`src/rtl/core/gjk_ram.sv`:
```
// generic single-port-write ram with registered read
module gjk_ram #(
  parameter int WIDTH = 30,
  parameter int DEPTH = 64
) (
  input  logic                                     clk,
  input  logic                                     we,
  input  logic [((DEPTH > 1) ? $clog2(DEPTH) : 1)-1:0] waddr,
  input  logic [WIDTH-1:0]                         wdata,
  input  logic                                     re,
  input  logic [((DEPTH > 1) ? $clog2(DEPTH) : 1)-1:0] raddr,
  output logic [WIDTH-1:0]                         rdata
);

  logic [WIDTH-1:0] mem [DEPTH];

  always_ff @(posedge clk) begin
    if (we) begin
      mem[waddr] <= wdata;
    end
    if (re) begin
      rdata <= mem[raddr];
    end
  end

endmodule

```
`config.mk`:
```
export PLATFORM = sky130hd
export DESIGN_NAME = gjk_ram
export DESIGN_NICKNAME = d
export VERILOG_FILES = /design/src/rtl/core/gjk_ram.sv
export SDC_FILE = /design/constraint.sdc
export NUM_CORES = 2
export LEC_CHECK = 0
export ABC_CLOCK_PERIOD_IN_PS = 4600
export BUFFER_PORTS_ARGS = -buffer_cell sky130_fd_sc_hd__buf_2
export CAP_MARGIN = 30
export CORE_AREA = 2 2 347 349
export DETAILED_ROUTE_END_ITERATION = 8
export DIE_AREA = 0 0 349 351
export MAX_ROUTING_LAYER = met4
export PLACE_DENSITY_LB_ADDON = 0.15
export SYNTH_ARGS = -nofsm -noshare
export SYNTH_HDL_FRONTEND = slang
export SYNTH_SLANG_ARGS = --single-unit
export TNS_END_PERCENT = 5
```
`constraint.sdc`:
```
create_clock -name clk -period 4.6 [get_ports clk]
set_clock_uncertainty 0.2 [all_clocks]
set_input_delay 0 -clock clk [delete_from_list [all_inputs] [get_ports clk]]
set_output_delay 0 -clock clk [all_outputs]
set_load 0.01 [all_outputs]
```
; ---- After elaboration in Yosys (flattened, before gate mapping)
; Memory sizes are Yosys's and may differ from the RTL's. A register that Yosys moved wholly into a read port is not among the register bits.
; Index checks and enable logic that the tools add are counted.
[word_totals]
regBits = 0
ram_bits = 1920
output_inout_bits = 30
word_cells = 3
n_memories = 1
[classes]
muxes = 2
[memory_table]
columns = memory, depth, word_bits, rd, rd_ports_with_merged_regs, write_ports, line
row1 = mem, 64, 30, 1, 1, 1, 15  ; logic [WIDTH-1:0] mem [DEPTH];
[ops]
columns = cell, count
row1 = two-way mux 1 bit, 2

; ---- Logic depth before layout (Yosys ltp)
[logic_depth]
word_depth = 2
mapped_depth = 11
ltp_nobuf = 5

; ---- Worst setup path after synthesis
; OpenSTA, ideal clock, no wires.
[synth_timing]
kind = input-to-reg
startpoint = input waddr[3] (netlist bit)
endpoint = memory mem[48][0], enable pin
t_arrival_ns = 2.565
slack_ns = 1.381
cell_stages = 4
n_path_buf = 1
cell_sequence = clkbuf_1 -> nor2b_1 -> nand4b_1 -> nor3_1
[synth_rtl]
columns = item, line
row1 = "start, declared", 8  ; input logic [((DEPTH > 1) ? $clog2(DEPTH) : 1)-1:0] waddr,
row2 = "end, declared", 15
; Straight into the memory's write port.

==> flow_summary.json <==
{
  "ctsLongestPathBuffers": 3,
  "slowest_delay_ns": 0.62,
  "cts_max_level": 4,
  "ios": 75,
  "cts_tree": "yes",
  "synth_area_um2": 74300,
  "cp-end-kind": "flop",
  "dp_hpwl_um": 107000,
  "clkTransAtPathRegs_ns": 0.06,
  "hold-worst-slack_ns": 0.0574,
  "outcome": "completed",
  "netlist_top_cells_area": "edfxtp_1 (79%), mux4_2 (12%), mux2i_1 (3.1%)",
  "start_util_pct": 62.4,
  "synth_area_leader_cell": "edfxtp_1",
  "layout_min_cycle_time_ns": 3.24,
  "synth-edff-count": 1950,
  "syn_avg_cell_area_um2": 22.4,
  "synth_ff_type": "edfxtp_1",
  "fillers": 6845,
  "max_freq_ghz": 0.309,
  "cp_cell_sequence": "dlygate4sd3_1, buf_8, buf_4, mux4_2, o22ai_1, nor2_1, o311ai_1, dlygate4sd3_1, o41ai_1",
  "slowest_stage": "dlygate4sd3_1",
  "wl_um": 182000,
  "finalMaxSlewViolations": 0,
  "finalSetupTns_ns": 0,
  "antenna_found_initial": 18,
  "async_reset_ff_share_pct": 0,
  "syn_nets": 3354,
  "row_count": 127,
  "yosysUniqueCellTypes": 37,
  "synth.most_common_cell": "edfxtp_1",
  "finalNonFillerCells": 5323,
  "cellLeakagePower_nw": 26.9,
  "placedCellCount": 4916,
  "clockRootBuffer": "clkbuf_16",
  "port_buffers": 74,
  "synthToLayoutAreaGrowth_pct": 13.7,
  "critPathLaunchType": "primary input",
  "drtIter0Drc": 5147,
  "final_layout_size_suffix_gt1_share_pct": 26.1,
  "wl_per_cell_um": 34.1,
  "netlist.area_leader.share_pct": 78.8,
  "syn_inst": 3309,
  "num_vias": 36400,
  "grt_usage_pct": 31.1,
  "antenna_left": 0,
  "detail_route.first_pass.iterations": 6,
  "die_x_um": 349,
  "drv_cap": 0,
  "finalCritPeriodShare_pct": 70.4,
  "place_congestion": 0.869,
  "drc": 0,
  "cts_buffers": 187,
  "cp.required_ns": 4.92,
  "coreArea_um2": 119000,
  "relSlewSlack_pct": 30.5,
  "die_area_um2": 122000,
  "worstMarginPinSlew_ns": 1.04,
  "die_h_um": 351,
  "grt_max_degree": 82,
  "ys_top_cells_by_count": "edfxtp_1 (1950), mux4_2 (408), mux2i_1 (228)",
  "power_density_nw_per_um2": 432,
  "seq_area_frac_synth_pct": 78.8,
  "critical_path_peak_fanout": 59,
  "grt_pass1_wl_um": 260000,
  "peakVddDrop_mv": 0.463,
  "worstPathArrival_ns": 3.56,
  "hold_violations": 0,
  "via_per_inst": 6.83,
  "final_nets": 3661,
  "setup_viol": 0,
  "cts_num_sinks": 1950,
  "rsz0062_at_grt": "false",
  "grt_pass1_vias": 36100,
  "path_common_cell": "dlygate4sd3_1",
  "worstSetupPathType": "primary input to flop",
  "power_w": 0.0365,
  "hold_path.class": "primary input to flop",
  "yosys_register_bits": 1950,
  "grt_overflow": 0,
  "synth_warnings": 0,
  "worstSkewPairLatency_ns": 0.80
}
sequential cells by signal, summed over array words and instances (netlist names):
register / count
rdata: 30
mem: 1920
layer usage:
metal,wire (um),global-route usage [%],vias to the layer above
li1,-,-,14700
met1,68100,43.1,19200
met2,88900,48.1,2148
met3,20000,6.59,291
met4,4550,8.44,0
met5,0,-,-
repair_timing:
item | CTS | global route
hold buffers | 53 | 2
setup buffers | 0 | 0
endpoints found under the hold margin | 2240 | 14
gates resized for setup | 0 | 0
through the flow:
stage	utilization (%)	setup slack (ns)	cell area, um2
6_report	71.0	1.36	84500
3_5_place_dp	65.4	1.29	77900
2_1_floorplan	-	1.38	74300
3_3_place_gp	65.0	1.17	77400
5_1_grt	71.0	1.35	84500
4_1_cts	70.9	1.53	84300
final cells by class:
cell class,instances,area (um2),area share (%)
flip-flops and latches,1950,58600,69.3
multi-input cells,1175,15200,18.0
clock buffers,234,4960,5.88
clock inverters,101,956,1.13
inverters,1,3.75,0.00444
repair buffers,301,2780,3.29
well taps,1548,1940,2.29
diodes,13,32.5,0.0385
critical path, delay by kind of cell:
kind / cells / cell delay, ns
AOI/OAI and AO/OA: 3 / 0.56
and+or+nand+nor: 1 / 0.15
muxes: 1 / 0.57
buffers and inverters: 4 / 2.15
worst paths after layout:
| path | start | to | slack (ns) | depth (start not counted) |
|---|---|---|---|---|
| max | raddr[1] | rdata[24]$_DFFE_PP_ | 1.36 | 9 |
| min | wdata[26] | mem[36][26]$_DFFE_PP_ | 0.06 | 3 |
| max reg2reg | mem[15][2]$_DFFE_PP_ | rdata[2]$_DFFE_PP_ | 1.84 | 5 |
| min reg2reg | mem[25][1]$_DFFE_PP_ | rdata[1]$_DFFE_PP_ | 0.65 | 4 |
kinds of logic after synthesis:
group / count (synthesis) / synth area share, %
AOI/OAI and AO/OA: 258 / 2.56
muxes: 636 / 15.4
buffers and inverters: 184 / 1.31
DFF: 1950 / 78.8
and+or+nand+nor: 281 / 1.85
layout by cell type (no fill, tap or decap), types with 7 or more instances in the layout:
cell | synthesis | routed
a22o_1 | 21 | 21
a22oi_1 | 111 | 111
a311oi_1 | 21 | 21
buf_12 | 0 | 32
buf_2 | 49 | 72
buf_4 | 36 | 130
bufinv_16 | 0 | 17
clkbuf_1 | 80 | 42
clkbuf_16 | 0 | 192
clkinv_1 | 0 | 39
clkinv_2 | 0 | 29
clkinvlp_4 | 0 | 7
diode_2 | 0 | 13
dlygate4sd3_1 | 0 | 55
edfxtp_1 | 1950 | 1950
mux2i_1 | 228 | 228
mux4_2 | 408 | 408
nand2_1 | 30 | 30
nand2b_1 | 8 | 8
nand3_1 | 27 | 27
nand4_1 | 23 | 23
nor2_1 | 119 | 56
nor2_4 | 0 | 62
nor2b_1 | 36 | 33
nor4_1 | 8 | 8
o21ai_0 | 27 | 27
o221ai_1 | 12 | 12
o22ai_1 | 42 | 42
power by group:
part           internal [W]  switching (W)  total (W)
clock               0.00857        0.00635     0.0149
combinational      0.000669        0.00117    0.00184
sequential           0.0197      0.0000527     0.0198
(Power assumes the default switching activity.)
