[src/rtl/core/gjk_pkg.sv]
// shared types, codes and vector helpers for the gjk intersection test core
package gjk_pkg;

  localparam int WIDE_W   = 48;
  localparam int NARROW_W = 12;
  localparam int ACC_W    = 64;
  localparam int PROD_W   = WIDE_W + NARROW_W;
  localparam int ITER_W   = 10;

  localparam logic [1:0] REQ_LOAD_A = 2'd0;
  localparam logic [1:0] REQ_LOAD_B = 2'd1;
  localparam logic [1:0] REQ_RUN    = 2'd2;

  localparam logic [1:0] OUT_SEPARATED = 2'd0;
  localparam logic [1:0] OUT_ENCLOSED  = 2'd1;
  localparam logic [1:0] OUT_CAP       = 2'd2;
  localparam logic [1:0] OUT_EMPTY     = 2'd3;

  localparam logic [ITER_W-1:0] LIMIT_RESET = 10'd200;

  typedef struct packed {
    logic signed [WIDE_W-1:0] x;
    logic signed [WIDE_W-1:0] y;
    logic signed [WIDE_W-1:0] z;
  } wvec_t;

  typedef struct packed {
    logic signed [NARROW_W-1:0] x;
    logic signed [NARROW_W-1:0] y;
    logic signed [NARROW_W-1:0] z;
  } nvec_t;

  typedef struct packed {
    logic start;
    logic xprod;
  } vctl_t;

  function automatic wvec_t widen(input nvec_t v);
    wvec_t r;
    r.x = {{(WIDE_W-NARROW_W){v.x[NARROW_W-1]}}, v.x};
    r.y = {{(WIDE_W-NARROW_W){v.y[NARROW_W-1]}}, v.y};
    r.z = {{(WIDE_W-NARROW_W){v.z[NARROW_W-1]}}, v.z};
    return r;
  endfunction

  function automatic wvec_t wneg(input wvec_t v);
    wvec_t r;
    r.x = -v.x;
    r.y = -v.y;
    r.z = -v.z;
    return r;
  endfunction

  function automatic nvec_t nsub(input nvec_t a, input nvec_t b);
    nvec_t r;
    r.x = a.x - b.x;
    r.y = a.y - b.y;
    r.z = a.z - b.z;
    return r;
  endfunction

  function automatic nvec_t nneg(input nvec_t a);
    nvec_t r;
    r.x = -a.x;
    r.y = -a.y;
    r.z = -a.z;
    return r;
  endfunction

endpackage

[src/rtl/core/gjk_vec_unit.sv]
// shared multiply-accumulate unit for dot and cross products
module gjk_vec_unit (
  input  logic                               clk,
  input  logic                               rst,
  input  gjk_pkg::vctl_t                     ctl,
  input  gjk_pkg::wvec_t                     va,
  input  gjk_pkg::nvec_t                     vb,
  output logic                               done,
  output gjk_pkg::wvec_t                     res,
  output logic signed [gjk_pkg::ACC_W-1:0]   dotv
);

  logic                                busy;
  logic                                is_cross;
  logic [2:0]                          k;
  gjk_pkg::wvec_t                      a_r;
  gjk_pkg::nvec_t                      b_r;

  logic signed [gjk_pkg::WIDE_W-1:0]   ma;
  logic signed [gjk_pkg::NARROW_W-1:0] mb;
  logic                                clr_n, sub_n, last_n;
  logic [1:0]                          comp_n;

  logic signed [gjk_pkg::PROD_W-1:0]   p;
  logic                                p_v, p_clr, p_sub, p_last, p_wr;
  logic [1:0]                          p_comp;
  logic signed [gjk_pkg::ACC_W-1:0]    acc;
  logic signed [gjk_pkg::ACC_W-1:0]    pe;
  logic signed [gjk_pkg::ACC_W-1:0]    acc_next;

  always_comb begin
    ma     = a_r.x;
    mb     = b_r.x;
    clr_n  = 1'b0;
    sub_n  = 1'b0;
    last_n = 1'b0;
    comp_n = 2'd0;
    if (is_cross) begin
      case (k)
        3'd0: begin ma = a_r.y; mb = b_r.z; clr_n = 1'b1; end
        3'd1: begin ma = a_r.z; mb = b_r.y; sub_n = 1'b1; comp_n = 2'd0; end
        3'd2: begin ma = a_r.z; mb = b_r.x; clr_n = 1'b1; end
        3'd3: begin ma = a_r.x; mb = b_r.z; sub_n = 1'b1; comp_n = 2'd1; end
        3'd4: begin ma = a_r.x; mb = b_r.y; clr_n = 1'b1; end
        3'd5: begin ma = a_r.y; mb = b_r.x; sub_n = 1'b1; comp_n = 2'd2; last_n = 1'b1; end
        default: begin ma = a_r.x; mb = b_r.x; end
      endcase
    end else begin
      case (k)
        3'd0: begin ma = a_r.x; mb = b_r.x; clr_n = 1'b1; end
        3'd1: begin ma = a_r.y; mb = b_r.y; end
        3'd2: begin ma = a_r.z; mb = b_r.z; last_n = 1'b1; end
        default: begin ma = a_r.x; mb = b_r.x; end
      endcase
    end
  end

  assign pe       = {{(gjk_pkg::ACC_W-gjk_pkg::PROD_W){p[gjk_pkg::PROD_W-1]}}, p};
  assign acc_next = (p_clr ? '0 : acc) + (p_sub ? -pe : pe);

  always_ff @(posedge clk) begin
    if (rst) begin
      busy <= 1'b0;
      p_v  <= 1'b0;
      done <= 1'b0;
      k    <= 3'd0;
    end else begin
      done <= 1'b0;
      p_v  <= 1'b0;
      if (ctl.start) begin
        busy     <= 1'b1;
        k        <= 3'd0;
        a_r      <= va;
        b_r      <= vb;
        is_cross <= ctl.xprod;
      end else if (busy) begin
        p      <= ma * mb;
        p_v    <= 1'b1;
        p_clr  <= clr_n;
        p_sub  <= sub_n;
        p_last <= last_n;
        p_wr   <= is_cross & sub_n;
        p_comp <= comp_n;
        k      <= k + 3'd1;
        if (last_n) begin
          busy <= 1'b0;
        end
      end
      if (p_v) begin
        acc <= acc_next;
        if (p_wr) begin
          case (p_comp)
            2'd0:    res.x <= acc_next[gjk_pkg::WIDE_W-1:0];
            2'd1:    res.y <= acc_next[gjk_pkg::WIDE_W-1:0];
            default: res.z <= acc_next[gjk_pkg::WIDE_W-1:0];
          endcase
        end
        if (p_last) begin
          done <= 1'b1;
          dotv <= acc_next;
        end
      end
    end
  end

endmodule

[config.mk]
export PLATFORM = sky130hd
export DESIGN_NAME = gjk_vec_unit
export DESIGN_NICKNAME = d
export VERILOG_FILES = /design/src/rtl/core/gjk_pkg.sv /design/src/rtl/core/gjk_vec_unit.sv
export SDC_FILE = /design/constraint.sdc
export NUM_CORES = 2
export LEC_CHECK = 0
export ABC_AREA = 1
export BUFFER_PORTS_ARGS = -buffer_cell sky130_fd_sc_hd__buf_4
export CAP_MARGIN = 5
export CORE_UTILIZATION = 50
export DETAILED_ROUTE_END_ITERATION = 16
export PLACE_DENSITY = 0.71
export SLEW_MARGIN = 20
export SYNTH_ARGS = -nofsm -noshare
export SYNTH_HDL_FRONTEND = slang
export SYNTH_SLANG_ARGS = --single-unit
[constraint.sdc]
create_clock -name clk -period 9.35 [get_ports clk]
set_input_delay 1.4025 -clock clk [delete_from_list [all_inputs] [get_ports clk]]
set_output_delay 1.4025 -clock clk [all_outputs]
set_load 0.05 [all_outputs]
Word level (Yosys, flattened, before mapping)
Index checks and enable logic that the tools add are counted.
Widths: inputs -> output; s select.
{ "word_totals": {"regBits": 525, "inputBits": 184, "out_inout_bits": 209, "elab_cells": 77} }
{ "op_classes": {"add_sub_neg": 3, "multipliers": 1, "eq_ne": 6, "n_mux": 22, "n_bitwise": 5, "reduce_logical": 18} }
{ "op_table": {"columns": ["operator", "n"], "rows": [
  ["$pmux 48 s2", 2],
  ["$mux 64", 2],
  ["$add 64x64->64", 1],
  ["$neg 64->64", 1],
  ["$mul 48x12->60", 1],
  ["$mux 48", 1],
  ["$pmux 12 s2", 2],
  ["$reduce_or 2->1", 7],
  ["$mux 1", 13],
  ["$mux 12", 1],
  ["$reduce_and 4->1", 3],
  ["$eq 3x2->1 const B", 2],
  ["$eq 3x3->1 const B", 2],
  ["$reduce_and 3->1", 2],
  ["$reduce_or 3->1", 2],
  ["$not 1->1", 4],
  ["$pmux 2 s2", 1],
  ["$reduce_and 2->1", 2],
  ["$add 3x1->3 const B", 1],
  ["$eq 3x1->1 const B", 1],
  ["$logic_not 3->1", 1],
  ["$eq 2x1->1 const B", 1],
  ["$logic_not 2->1", 1],
  ["$and 1x1->1", 1]
]} }

Logic depth before layout (Yosys ltp)
{ "depth": {"word_depth": 6, "ltp_mapped": 36, "depth_no_buf": 34} }

Worst setup path after synthesis
OpenSTA, ideal clock, no wires.
{ "synth_path": {"path_kind": "input port to flip-flop", "start": "in ctl[1] (netlist bit)", "end": "reg a_r[0] (netlist bit) (enable)", "arrival_ns": 9.046, "required_ns": 8.619, "slack_ns": -0.427, "cell_stages": 2, "n_path_buf": 0, "path_cell_list": "inv_1 -> nor2_1"} }
{ "synth_via": {"elab_chain_cells": 1} }
{ "synth_rtl": {"columns": ["item", "line", "source"], "rows": [
  ["start: declaration", "gjk_vec_unit.sv:5", "input gjk_pkg::vctl_t ctl,"],
  ["$reduce_and 2->1 (no line)", null, null],
  ["end signal: assignment", "gjk_vec_unit.sv:73", "a_r <= va;"],
  ["end: declaration", "gjk_vec_unit.sv:16", "gjk_pkg::wvec_t a_r;"]
]} }
No other way between the ends.
A chain may end at the register's enable or synchronous reset.

Final worst setup path
{ "layout_path": {"start": "reg k[0]", "end": "reg p[31] (netlist bit), data pin"} }
{ "layout_via": {"elab_chain_cells": 5} }
{ "layout_rtl": {"columns": ["item", "line", "source"], "rows": [
  ["start: declaration", "gjk_vec_unit.sv:15", "logic [2:0] k;"],
  ["start signal: assignment", "gjk_vec_unit.sv:84", "k <= k + 3'd1;"],
  ["$eq 3x3->1 (tied with other cells)", "gjk_vec_unit.sv:39", "case (k)"],
  ["$reduce_or 2->1 (no line)", null, null],
  ["$pmux 48 s2 or $pmux 12 s2 (tied branches)", "gjk_vec_unit.sv:39", null],
  ["$mux 48 or $mux 12 (tied branches)", "gjk_vec_unit.sv:38", "if (is_cross) begin"],
  ["$mul 48x12->60 *", "gjk_vec_unit.sv:77", "p <= ma * mb;"],
  ["end signal: assignment", "gjk_vec_unit.sv:77", null],
  ["end: declaration", "gjk_vec_unit.sv:24", "logic signed [gjk_pkg::PROD_W-1:0] p;"]
]} }
Every way passes the cells marked *; elsewhere a longest branch is shown, timed or not.

==> qor.csv <==
metric,value,unit
area_delta_synth_final,12.1,%
maxCapViolCount,0,
post_drt_via_cell_ratio,5.25,
pin_count,393,
final_area,54400,µm²
antenna_found_initial,6,
grt_pass1_wl,229,mm
worstPathRequired,9770,ps
async_flop_share,0,
die_w,314,µm
placed_area,52600,µm²
hold_buffers,0,
ys_seq_area_frac,0.323,
hold_viol,0,
path_max_fanout,97,
first_global_vias,40601,
worst_pin_slew,1070,ps
clkTransAtPathRegs,60,ps
totalWireLength,148,mm
cts_buffers,55,
clock_latency,670,ps
post-cts-setup-buffer-count,0,
nets,7057,
rows,113,
reg2reg_from,k[0],
critPathLaunchType,register,
h-tree-depth,2,
portBuffers,392,
finalSetupTns,0,ps
route.detailed.drc,0,
slew_violations,0,
hpwl,120,mm
criticalPathCategory,reg2reg,
crit_top_cell,nand2_1,
fin_crit,8260,ps
syn-cell-area,48500,µm²
ant_nets,0,
setup_viol,0,
cp-startpoint,k[0],
drt_pass1_iterations,8,
post-route-period-util,0.884,
hp-class,reg2reg,
ctsResizeCount,0,
via_count,39397,
grt_max_degree,98,
coreArea,95600,µm²
grt.overflow.total,0,
netlist_instances,5828,
cp.arrival,8680,ps
slew_headroom,0.284,
clock-root-buffer,clkbuf_16,
drive_gt1_frac,0.112,
synth_edf_count,518,
ys_seq_elements,524,
status,completed,
busiest_layer,met2,
place_congestion,1.01,
use_met1,0.371,
synthFlopType,edfxtp_1,
track_usage,0.305,
rsz0062_at_grt,false,
syn_avg_cell_area,8.33,µm²
slowest_delay,700,ps
use_met2,0.534,
cts_tree,done,
drt_iter0_drc,3189,
fmax,121,MHz
nFillCells,8751,
initial_core_util,0.508,
synth_nets,6703,
grt_util_met3,0.0337,
cp_slowest_cell,o22ai_4,
yosys_warnings,0,
clock_skew,62.6,ps
cts_sinks,524,
dieHeight,314,µm
die-area,98300,µm²
yosysUniqueCellTypes,51,
endpoint_kind,register,
clockBufferDepth,3,
wl_per_cell,19.7,µm
hold_start,busy,
-- layout by cell type (no fill, tap or decap), types with 33 or more instances in the layout --
cell / count
o21ai_0: 93
o21ai_4: 33
nor2_1: 524
fa_1: 499
inv_2: 37
xor2_1: 101
nand2_1: 1555
clkbuf_16: 55
edfxtp_1: 518
nand3_1: 179
nand4_1: 44
o22ai_1: 112
nor3_1: 36
ha_1: 192
inv_1: 1363
buf_4: 442
a21oi_1: 207
-- per-layer routing --
layer	share of wire	vias up
met3	0.058	344
met5	0	-
met1	0.39	19001
met4	0.058	0
li1	-	18563
met2	0.50	1489
-- synth_stat cells, types with 2 or more instances --
master | n | area (µm²)
a21o_1 | 3 | 22.5
a21oi_1 | 207 | 1040
a221oi_2 | 2 | 30.0
and2_1 | 7 | 43.8
and3_1 | 6 | 37.5
buf_1 | 3 | 11.3
buf_12 | 2 | 40.0
buf_2 | 35 | 175
buf_4 | 51 | 383
buf_6 | 31 | 349
clkbuf_1 | 26 | 97.6
clkbuf_2 | 2 | 10.0
dfxtp_1 | 6 | 120
edfxtp_1 | 518 | 15600
fa_1 | 499 | 9990
ha_1 | 192 | 2400
inv_1 | 1364 | 5120
inv_2 | 36 | 135
inv_4 | 2 | 12.5
nand2_1 | 1556 | 5840
nand2_2 | 3 | 18.8
nand2_4 | 2 | 22.5
nand3_1 | 179 | 896
nand3b_1 | 6 | 45.0
nand4_1 | 44 | 275
nor2_1 | 528 | 1980
nor2_2 | 22 | 138
nor2_4 | 2 | 22.5
nor3_1 | 37 | 185
nor4_1 | 3 | 18.8
o21ai_0 | 93 | 465
o21ai_1 | 23 | 115
o21ai_2 | 28 | 245
o21ai_4 | 27 | 439
o21bai_1 | 16 | 120
o221ai_1 | 4 | 35.0
o22ai_1 | 113 | 707
o22ai_2 | 18 | 225
o31ai_1 | 2 | 15.0
or2_2 | 4 | 25.0
xnor2_1 | 16 | 140
xor2_1 | 101 | 885
-- worst paths after layout --
| kind | to | slack (ps) | cells past startpoint |
|---|---|---|---|
| worst max-delay path | p[31] | 1090 | 28 |
| worst max register to register | p[31] | 1090 | 28 |
| worst min register to register | k[2] | 490 | 1 |
| worst min-delay path | k[2] | 490 | 1 |
-- logic make-up after synthesis --
| group | count (synthesis) | share of synthesized area |
|---|---|---|
| compound gates | 543 | 0.0728 |
| xor+xnor | 117 | 0.0211 |
| fa+ha+maj | 691 | 0.255 |
| buf+inv | 1552 | 0.130 |
| flops | 524 | 0.323 |
| simple gates | 2401 | 0.197 |
-- registers in the layout (all words and copies together) (netlist names) --
signal / cells
p: 60
p_sub: 1
p_last: 1
done: 1
busy: 1
k: 3
dotv: 64
p_comp: 2
res: 144
is_cross: 1
acc: 64
b_r: 36
p_v: 1
p_clr: 1
a_r: 144
-- layout make-up --
| type | count | area [µm²] | area share |
|---|---|---|---|
| well taps | 1265 | 1580 | 0.0291 |
| inverters | 1402 | 5270 | 0.0968 |
| clock buffers | 61 | 1400 | 0.0257 |
| clock inverters | 41 | 413 | 0.00759 |
| multi-input cells | 3752 | 26600 | 0.490 |
| diodes | 6 | 15.0 | 0.000276 |
| flip-flops and latches | 524 | 15700 | 0.288 |
| repair buffers | 447 | 3430 | 0.0629 |
-- worst max-delay path: cells and delay by family (launching register included) --
family / cells / cell delay [ps]
AOI/OAI and AO/OA: 2 / 830
xor gates and xnor gates: 1 / 390
adders and majority gates: 7 / 3100
buffers and inverters: 7 / 1150
DFF: 1 / 560
and+or+nand+nor: 11 / 1950
-- per-stage QoR --
| stage | hold WS [ps] | instances | utilization | worst slack, ps |
|---|---|---|---|---|
| after floorplan | 443 | 5828 | - | 2640 |
| after global placement | 467 | 7389 | 0.550 | 1250 |
| after detailed placement | 476 | 7389 | 0.550 | 1220 |
| after CTS | 492 | 7491 | 0.569 | 1230 |
| after global routing | 537 | 7498 | 0.569 | 669 |
| final | 490 | 7498 | 0.569 | 1090 |
Power is not shown: default switching activity piles up to over one toggle a cycle in this logic, so the estimate is an artifact.
